### config.mk
export PLATFORM = sky130hd
export DESIGN_NAME = swmc_cell
export DESIGN_NICKNAME = d
export VERILOG_FILES = /design/src/hw/rtl/swmc_pkg.sv /design/src/hw/rtl/swmc_cell.sv
export SDC_FILE = /design/constraint.sdc
export NUM_CORES = 1
export LEC_CHECK = 0
export BUFFER_PORTS_ARGS = -buffer_cell sky130_fd_sc_hd__buf_2
export CAP_MARGIN = 20
export CORE_MARGIN = 2
export CORE_UTILIZATION = 46
export CTS_CLUSTER_SIZE = 20
export DETAILED_ROUTE_END_ITERATION = 10
export PLACE_DENSITY_LB_ADDON = 0.1
export SETUP_SLACK_MARGIN = 0.4
export SLEW_MARGIN = 5
export SYNTH_ARGS = -nofsm -noshare
export SYNTH_HDL_FRONTEND = slang
export SYNTH_SLANG_ARGS = --single-unit
### constraint.sdc
create_clock -name i_clk -period 3.63 [get_ports i_clk]
set_input_delay 0 -clock i_clk [delete_from_list [all_inputs] [get_ports i_clk]]
set_output_delay 0 -clock i_clk [all_outputs]
set_load 0.05 [all_outputs]
### src/hw/rtl/swmc_pkg.sv
// shared constants and types for the sliding window median cost block
package swmc_pkg;

    localparam int MAX_WINDOW_DEF  = 256;
    localparam int SAMPLE_BITS_DEF = 32;

    localparam int SAMPLE_W    = 32;
    localparam int COST_W      = 40;
    localparam int LEN_W       = 9;
    localparam int APB_AW      = 3;
    localparam int APB_DW      = 32;
    localparam int TDATA_IN_W  = 32;
    localparam int TDATA_OUT_W = COST_W + SAMPLE_W;

    localparam logic [APB_AW-3:0] REG_WINDOW_LEN = '0;

    typedef enum logic [2:0] {
        CELL_HOLD,
        CELL_CLEAR,
        CELL_REMOVE,
        CELL_INSERT,
        CELL_ROTATE
    } t_cell_op;

endpackage

### src/hw/rtl/swmc_cell.sv
// one cell of the sorted sample chain: value, valid flag and neighbor exchange
module swmc_cell #(
    parameter int SAMPLE_BITS = swmc_pkg::SAMPLE_BITS_DEF
) (
    input  logic                          i_clk,
    input  logic                          i_rst_n,
    input  swmc_pkg::t_cell_op            i_op,
    input  logic signed [SAMPLE_BITS-1:0] i_key,
    input  logic signed [SAMPLE_BITS-1:0] i_left_val,
    input  logic                          i_left_vld,
    input  logic                          i_left_gt,
    input  logic signed [SAMPLE_BITS-1:0] i_right_val,
    input  logic                          i_right_vld,
    output logic signed [SAMPLE_BITS-1:0] o_val,
    output logic                          o_vld,
    output logic                          o_gt
);

    logic signed [SAMPLE_BITS-1:0] r_val;
    logic                          r_vld;
    logic                          w_ge;

    // empty cells sort above every sample
    assign o_gt  = !r_vld || (r_val > i_key);
    assign w_ge  = !r_vld || (r_val >= i_key);
    assign o_val = r_val;
    assign o_vld = r_vld;

    always_ff @(posedge i_clk) begin
        if (!i_rst_n) begin
            r_vld <= 1'b0;
        end else begin
            case (i_op)
                swmc_pkg::CELL_CLEAR: begin
                    r_vld <= 1'b0;
                end
                swmc_pkg::CELL_REMOVE: begin
                    if (w_ge) begin
                        r_vld <= i_right_vld;
                    end
                end
                swmc_pkg::CELL_INSERT: begin
                    if (o_gt) begin
                        r_vld <= i_left_gt ? i_left_vld : 1'b1;
                    end
                end
                swmc_pkg::CELL_ROTATE: begin
                    r_vld <= i_right_vld;
                end
                default: begin
                    r_vld <= r_vld;
                end
            endcase
        end
    end

    always_ff @(posedge i_clk) begin
        case (i_op)
            swmc_pkg::CELL_REMOVE: begin
                if (w_ge) begin
                    r_val <= i_right_val;
                end
            end
            swmc_pkg::CELL_INSERT: begin
                if (o_gt) begin
                    r_val <= i_left_gt ? i_left_val : i_key;
                end
            end
            swmc_pkg::CELL_ROTATE: begin
                r_val <= i_right_val;
            end
            default: begin
                r_val <= r_val;
            end
        endcase
    end

endmodule

# Yosys cells after proc, flatten, opt, wreduce, memory -nomap -nowiden
# Index checks and enable logic that the tools add are counted.
[totals] ff_bits=33 latchBits=0 mem_bits_rw=0 mem_bits_ro=0 output_inout_bits=34 wordCells=25 n_memories=0
[op_classes] n_addsub=0 n_mul=0 div_mod_pow=0 magnitude_cmp=2 eq_ne=6 shifts=0 n_mux=8 bitwise=0 reduce_logical=7
[ops] op="32-bit 2-to-1 mux" count=3
[ops] op="32-bit one-hot mux with 3 select lines" count=1
[ops] op="32-bit >= comparator" count=1
[ops] op="32-bit > comparator" count=1
[ops] op="3-bit by 2-bit == test with 1-bit output (second input constant)" count=2
[ops] op="3-bit AND reduction" count=2
[ops] op="2-bit != test (second input constant)" count=2
[ops] op="1-bit one-hot mux with 4 select lines" count=1
[ops] op="4-bit nonzero test" count=1
[ops] op="3-bit by 1-bit == test with 1-bit output (second input constant)" count=1
[ops] op="3-bit == test (second input constant)" count=1
[ops] op="1-bit 2-to-1 mux" count=3
[ops] op="3-bit nonzero test" count=1
[ops] op="1-bit logical OR" count=2
[ops] op="1-bit zero test" count=1

# Logic depth before layout (Yosys ltp)
# Gate-level depths: netlist of run 1.
[logic_depth] ltp_word=4 mapped_depth=9 mapped_depth_nobuf=9

# Worst setup path after synthesis of run 1
# Ideal clock, no wire load.
[synth_path] path_type="register to register" startpoint="register r_val[19], in the netlist o_val[19]" endpoint="register r_val[0], in the netlist o_val[0], enable pin" setup_time_ps=391 arrival_ps=3123 t_required_ps=3239 path_slack_ps=116 stages_incl_launch_ff=9 path_cell_list="edfxtp_1 ha_1 a21oi_1 o21ai_1 a211oi_2 o21ai_1 or4_4 nand3_4 o21a_1"
[synth_between] elab_chain_cells=4
[synth_rtl] item="from (decl)" line="swmc_cell.sv:19" text="logic signed [SAMPLE_BITS-1:0] r_val;"
[synth_rtl] item="from (signal assigned)" line="swmc_cell.sv:61" text="r_val <= i_right_val;"
[synth_rtl] item="from (signal assigned)" line="swmc_cell.sv:66" text="r_val <= i_left_gt ? i_left_val : i_key;"
[synth_rtl] item="from (signal assigned)" line="swmc_cell.sv:70" text="r_val <= i_right_val;"
[synth_rtl] item="32-bit > comparator" line="swmc_cell.sv:24" text="assign o_gt = !r_vld || (r_val > i_key);"
[synth_rtl] item="1-bit logical OR" line="swmc_cell.sv:24"
[synth_rtl] item="via o_gt" line="swmc_cell.sv:16" text="output logic o_gt"
[synth_rtl] item="2-bit != test (no source line)"
[synth_rtl] item="3-bit AND reduction (no source line)"
# The timed path passes the listed nets, and every way through them passes these cells.
# A chain may end at the register's enable or synchronous reset.

# Final worst setup path of run 1
[layout_path] startpoint="register r_val[17], in the netlist o_val[17]" endpoint="register r_val[18], in the netlist o_val[18], enable pin"
[layout_between] elab_chain_cells=4
[layout_rtl] item="32-bit >= comparator or 32-bit > comparator (tied branches)" line="swmc_cell.sv:25, swmc_cell.sv:24"
[layout_rtl] item="1-bit logical OR, on equally long branches" line="swmc_cell.sv:25, swmc_cell.sv:24"
[layout_rtl] item="2-bit != test (no source line)"
[layout_rtl] item="3-bit AND reduction (no source line) (*)"
# Every way passes the cells marked *; elsewhere a longest branch is shown, timed or not.

==> reports/metrics.cfg, run 1 <==
[status]
outcome = completed

[synth]
yosys.cell_types.count = 34
yosysTopAreaCellShare_pct = 36.3
yosysTopAreaCell = edfxtp_1
ys.flop_type = edfxtp_1
synth_seq_cells = 33
yosysSeqAreaShare_pct = 37.1
synth_area_um2 = 2650
synthTopCellsByArea = edfxtp_1 (36%), ha_1 (15%), mux2i_1 (12%)
synthCells = 284
synth_warnings = 0
synth_area_per_cell_um2 = 9.32
netlist_top_cells_count = nand2_1 (40), inv_1 (37), o21ai_0 (35)
postSynthNetCount = 420
synth_edf_count = 32
async_flop_share_pct = 0
synth_most_common_cell = nand2_1

[timing]
relSlewSlack_pct = 31.6
worst_pin_slew_ns = 1.03
finClkSkew_ns = 0.0111
period_share_pct = 81.0
timing.final.hold_violations = 0
setup_tns_ns = 0
rsz0062_at_grt = no
final-setup-viol-count = 0
max_freq_ghz = 0.340
fin_crit_ns = 2.94
slew_violations = 0

[power_and_ir_drop]
pwr-share-clk_pct = 26.6
powerDensity_nw_per_um2 = 349
internal-power_uw = 844
finalPower_uw = 1310
netSwitchingFraction_pct = 35.6
p_switching_uw = 467
combinationalPowerShare_pct = 36.3
power_leakage_uw = 0.00196
seqPwrFrac_pct = 37.1
vdd_drop_max_uv = 216

[clock_tree]
clock_latency_ns = 0.29
htreeDepth = 2
cts_root_buf = clkbuf_8
clockBufferDepth = 2
cts_sinks = 33
path_clk_slew_ns = 0.07
cts_buffers = 5
cts_tree = done

[place]
dpl.hpwl_mm = 5.18
gp_congestion = 0.819
io_buffers = 137

[worst_hold_path]
hp-start = i_right_val[21]
hold_class = primary input to register
hold_path_depth = 3
hold_end = o_val[21]

[global_route]
grt_pass1_vias = 2465
grtUsageTotal_pct = 22.3
grt_first_pass_wirelength_mm = 11.1
grt_overflow = 0
grt_max_degree = 67
grt_antenna_before_repair = 0

[floorplanning]
die_area_um2 = 6380
coreArea_um2 = 5540
die_h_um = 79.9
rows = 27
die_x_um = 79.9
start_util_pct = 47.8
boundaryPins = 138

[drt]
routed_wl_mm = 6.90
detail_route.wl_per_cell_um = 13.5
drtPass1Iterations = 7
vias = 2530
drt_iter0_markers = 91
detail-route-antenna-nets = 0
drc = 0
via_per_inst = 4.93

[worst_setup_path]
worst_setup_path_start_kind = register
cp.arrival_ns = 2.93
crit_type = register to register
rr_endpoint = o_val[18]
cp_data_required_time_ns = 3.62
rrSetupSlack_ns = 0.69
r2r_start = o_val[17]
worst_setup_path_end_kind = register
cp_max_fo = 20
r2r_cells = 9

[layout]
diodes = 0
drive_above_1_share_pct = 35.6
areaGrowthSynthToFinish_pct = 42.0
nNetsFinal = 576
n_fill_cell = 470

[job]
drv_cap = 0

## cells in the final DEF (no fill, tap or decap), drive strengths merged, types with 2 or more instances in the layout
cell	n
nor3	2
dlygate4sd3	21
a211oi	3
nand3	4
o31ai	2
ha	32
edfxtp	32
buf	139
a31oi	2
o21ai	37
nor2	3
a21oi	20
nor4	3
nand2	40
o211ai	2
nor2b	2
clkbuf	5
inv	37
nand4	9
or4	2
mux2i	32
## sequential cells by signal (all words and copies together) (netlist names)
signal / cells
o_vld: 1
o_val: 32
## kinds of logic after synthesis
kind of cell             Yosys count  synth area share (%)
AO/OA/AOI/OAI                     71                  15.5
AND/OR/NAND/NOR                   66                  12.8
buffers and inverters             48                  6.81
flip-flops                        33                  37.1
multiplexers                      32                  12.1
adder cells (fa/ha/maj)           32                  15.1
XOR/XNOR                           2                 0.662
## how the worst max path moves through the flow
stage / startpoint / end / slack (ns) / depth (start not counted)
2_1_floorplan: o_val[19] / o_val[0] / 0.43 / 8
3_3_place_gp: o_val[17] / o_val[6] / 0.69 / 9
3_5_place_dp: o_val[17] / o_val[13] / 0.61 / 9
4_1_cts: o_val[17] / o_val[18] / 0.58 / 9
5_1_grt: o_val[17] / o_val[0] / 0.49 / 9
6_report: o_val[17] / o_val[18] / 0.69 / 9
## through the flow
step                area, um2  worst slack, ns  hold slack [ns]  util [%]  cells
global placement         3410            0.687            0.255      61.5    483
CTS                      3730            0.578          0.00124      67.3    512
global route             3760            0.486          0.00364      67.9    513
finish                   3760            0.689          0.00586      67.9    513
floorplan                2650            0.428            0.153         -    284
detailed placement       3410            0.609            0.256      61.5    483
## power by group through the flow
stage	Sequential [uW]	Clock, uW	Combinational (uW)
finish	487	349	475
global route	492	372	522
CTS	486	358	473
detailed placement	495	0	454
global placement	492	0	447
floorplan	619	0	183
## area by class of cell
cell class                      count  area, um2  share of cell area, %
Clock inverter                      3       41.3                   1.10
Clock buffer                        5       68.8                   1.83
Tap cell                           72       90.1                   2.40
Timing Repair Buffer              160        943                   25.1
Sequential cell                    33        981                   26.1
Multi-Input combinational cell    203       1500                   39.8
Inverter                           37        139                   3.69
## worst max-delay path, stage by stage, from the launching register on
cell and delay (ns):
edfxtp_1 0.39, ha_1 0.30, a21oi_1 0.16, o21ai_1 0.13
a211oi_2 0.22, o21ai_1 0.18, or4_4 0.58, a31oi_1 0.18
o21a_4 0.29, buf_12 0.21
## what timing repair did
action,in CTS,in global routing
setup endpoints to repair,0,20
buffers inserted,0,0
hold endpoints to repair,21,0
resized for setup,0,1
hold buffers,21,0
## routing by layer
layer	share of wire [%]	global-route usage (%)
met1	44	28.0
met2	48	37.8
met3	5.8	5.09
met4	1.9	7.46
met5	0	0
(Power assumes the default switching activity.)
==> run 2: changes to the inputs <==
- clock period: 3.63 -> 2.73 ns (I/O delays scaled with it)
==> run 2 against run 1 <==
Effect of this change:
- the run now ends with negative hold slack left
- combinational power up 53%
- cell area is 9.2% higher
- setup slack lost 0.64 ns
- clock-buffer cell count increased by 2
- maximum frequency grew 9.8%
- non-clock buffer count is 14 higher
- critical endpoint is now o_val[31]
- largest cell class unchanged
- largest power group is now combinational cells
==> reports/metrics.cfg, run 2 (synthesis gave the netlist of run 1 again) <==
[worst_setup_path]
crit_path_top_delay_cell = or4_4
cp_data_required_time_ns = 2.74  ; -0.88 ns
worst_setup_path_start_kind = register
path_delay_family = compound AO/OA/AOI/OAI gates
worst_setup_path_end_kind = register
cp_num_buf_inv = 1  ; unchanged
cp_max_fo = 9  ; -55%
crit_type = register to register
crit_chain = ha_4 -> nor2b_1 -> o211ai_1 -> a2111o_1 -> a21oi_4 -> or4_4 -> a31oi_4 -> o21a_4 -> clkbuf_16
cp.arrival_ns = 2.69  ; -0.24 ns
slowest_delay_ns = 0.54  ; -0.04 ns

[clock_tree]
cts_buffers = 5  ; unchanged
clock_latency_ns = 0.29  ; about the same
cts_tree = done
clockBufferDepth = 2  ; unchanged
path_clk_slew_ns = 0.07  ; about the same
cts_sinks = 33  ; unchanged
htreeDepth = 2  ; unchanged
cts_root_buf = clkbuf_8

[layout]
diodes = 0  ; unchanged
mostFrequentLayoutCell = buf_2
n_fill_cell = 414  ; -12%
multiInputGateArea_um2 = 1730  ; +15%
final_cell_mix = buf_2 (136), nand2_1 (39), inv_1 (37)
largest_reg_flops = 32  ; unchanged
areaGrowthSynthToFinish_pct = 55.1
drive_above_1_share_pct = 42.6  ; +7.0 points
final_core_util_pct = 74.1  ; +6.3 points
nNetsFinal = 590  ; +2.4%
regArea_um2 = 981  ; unchanged
finalNonFillerCells = 527  ; +2.7%

[floorplanning]
rows = 27  ; unchanged
die_x_um = 79.9  ; unchanged
die_area_um2 = 6380  ; unchanged
coreArea_um2 = 5540  ; unchanged
start_util_pct = 47.8  ; unchanged
die_h_um = 79.9  ; unchanged
boundaryPins = 138  ; unchanged

[power_and_ir_drop]
power_leakage_uw = 0.00206  ; +5.4%
vdd_drop_max_uv = 298  ; +38%
powerDensity_nw_per_um2 = 438  ; +26%

[worst_hold_path]
hold_class = primary input to register

[drt]
detail_route.wl_per_cell_um = 13.7  ; +1.5%
drtPass1Iterations = 4  ; -3
drt_iter0_markers = 104  ; +14%
vias = 2696  ; +6.6%
routed_wl_mm = 7.20  ; +4.3%
drc = 0  ; unchanged
detail-route-antenna-nets = 0  ; unchanged
via_per_inst = 5.12  ; +3.7%

[timing]
timing.final.hold_violations = 3  ; +3
finClkSkew_ns = 0.00874  ; -0.00240 ns
setup_slack_ns = 0.0511  ; -0.638 ns
rsz0062_at_grt = yes
relSlewSlack_pct = 48.2  ; +17 points
max_freq_ghz = 0.373  ; +9.8%
worst_pin_slew_ns = 0.777  ; -0.249 ns
final-setup-viol-count = 0  ; unchanged
slew_violations = 0  ; unchanged
timing.hold.ws_ns = -0.00438  ; -0.0102 ns
fin_crit_ns = 2.68  ; -0.262 ns
period_share_pct = 98.1  ; +17 points
setup_tns_ns = 0  ; unchanged

[place]
place_inst = 490  ; +1.4%
preCtsSetupSlack_ns = -0.00489  ; -0.613 ns
dpl.hpwl_mm = 5.42  ; +4.6%
io_buffers = 137  ; unchanged
gp_congestion = 0.782  ; -4.6%

[job]
drv_cap = 0  ; unchanged

[global_route]
grt_first_pass_wirelength_mm = 11.2  ; +0.50%
grt_pass1_vias = 2517  ; +2.1%
grt_antenna_before_repair = 0  ; unchanged
grtUsageTotal_pct = 22.1  ; -0.23 points
grt_max_degree = 27  ; -60%
grt_overflow = 0  ; unchanged

[status]
failed_checks = negative hold slack
outcome = finished with violations

-- run 2: worst reg2reg max path, stage by stage (launching register included) --
cell	delay, ns
edfxtp_1	0.43
ha_4	0.24
nor2b_1	0.13
o211ai_1	0.20
a2111o_1	0.25
a21oi_4	0.09
or4_4	0.54
a31oi_4	0.16
o21a_4	0.20
clkbuf_16	0.17
-- run 2: area by class of cell --
| class | count | share of cell area, % |
|---|---|---|
| Clock buffer | 7 | 2.35 |
| Clock inverter | 1 | 0.122 |
| Inverter | 37 | 3.38 |
| Multi-Input combinational cell | 203 | 42.1 |
| Sequential cell | 33 | 23.9 |
| Tap cell | 72 | 2.19 |
| Timing Repair Buffer | 174 | 26.0 |
-- run 2: layer usage --
metal | part of all wire (%) | wire length [um] | track usage [%] | vias to the layer above
li1 | - | - | - | 1367
met1 | 42 | 3040 | 25.9 | 1242
met2 | 51 | 3700 | 40.8 | 78
met3 | 5.4 | 389 | 4.52 | 9
met4 | 0.99 | 71 | 5.59 | 0
met5 | 0 | 0 | 0 | -
-- run 2: worst paths after layout --
path,start,slack (ns),endpoint,cells past startpoint
worst min-delay path,i_right_val[8],-0.004,o_val[8],3
worst max register to register,o_val[1],0.05,o_val[31],9
worst min register to register,o_vld,0.61,o_vld,2
worst max-delay path,o_val[1],0.05,o_val[31],9
-- run 2: per-stage QoR --
stage | power [uW] | cell area [um2]
CTS | 1750 | 3910
global placement | 1290 | 3560
global route | 1900 | 4110
floorplan | 1090 | 2740
finish | 1800 | 4110
detailed placement | 1300 | 3560
-- run 2: timing repair --
action,4_1_cts,5_1_grt
gates cloned,0,1
pin swaps,2,7
hold endpoints to repair,19,0
resized for setup,6,17
endpoints found under the setup margin,34,34
buffers inserted,3,6
hold buffers,19,0
-- run 2: where the power goes --
part           switching, uW  internal (uW)
combinational            430            296
sequential              34.0            622
clock                    190            228
total                    654           1150
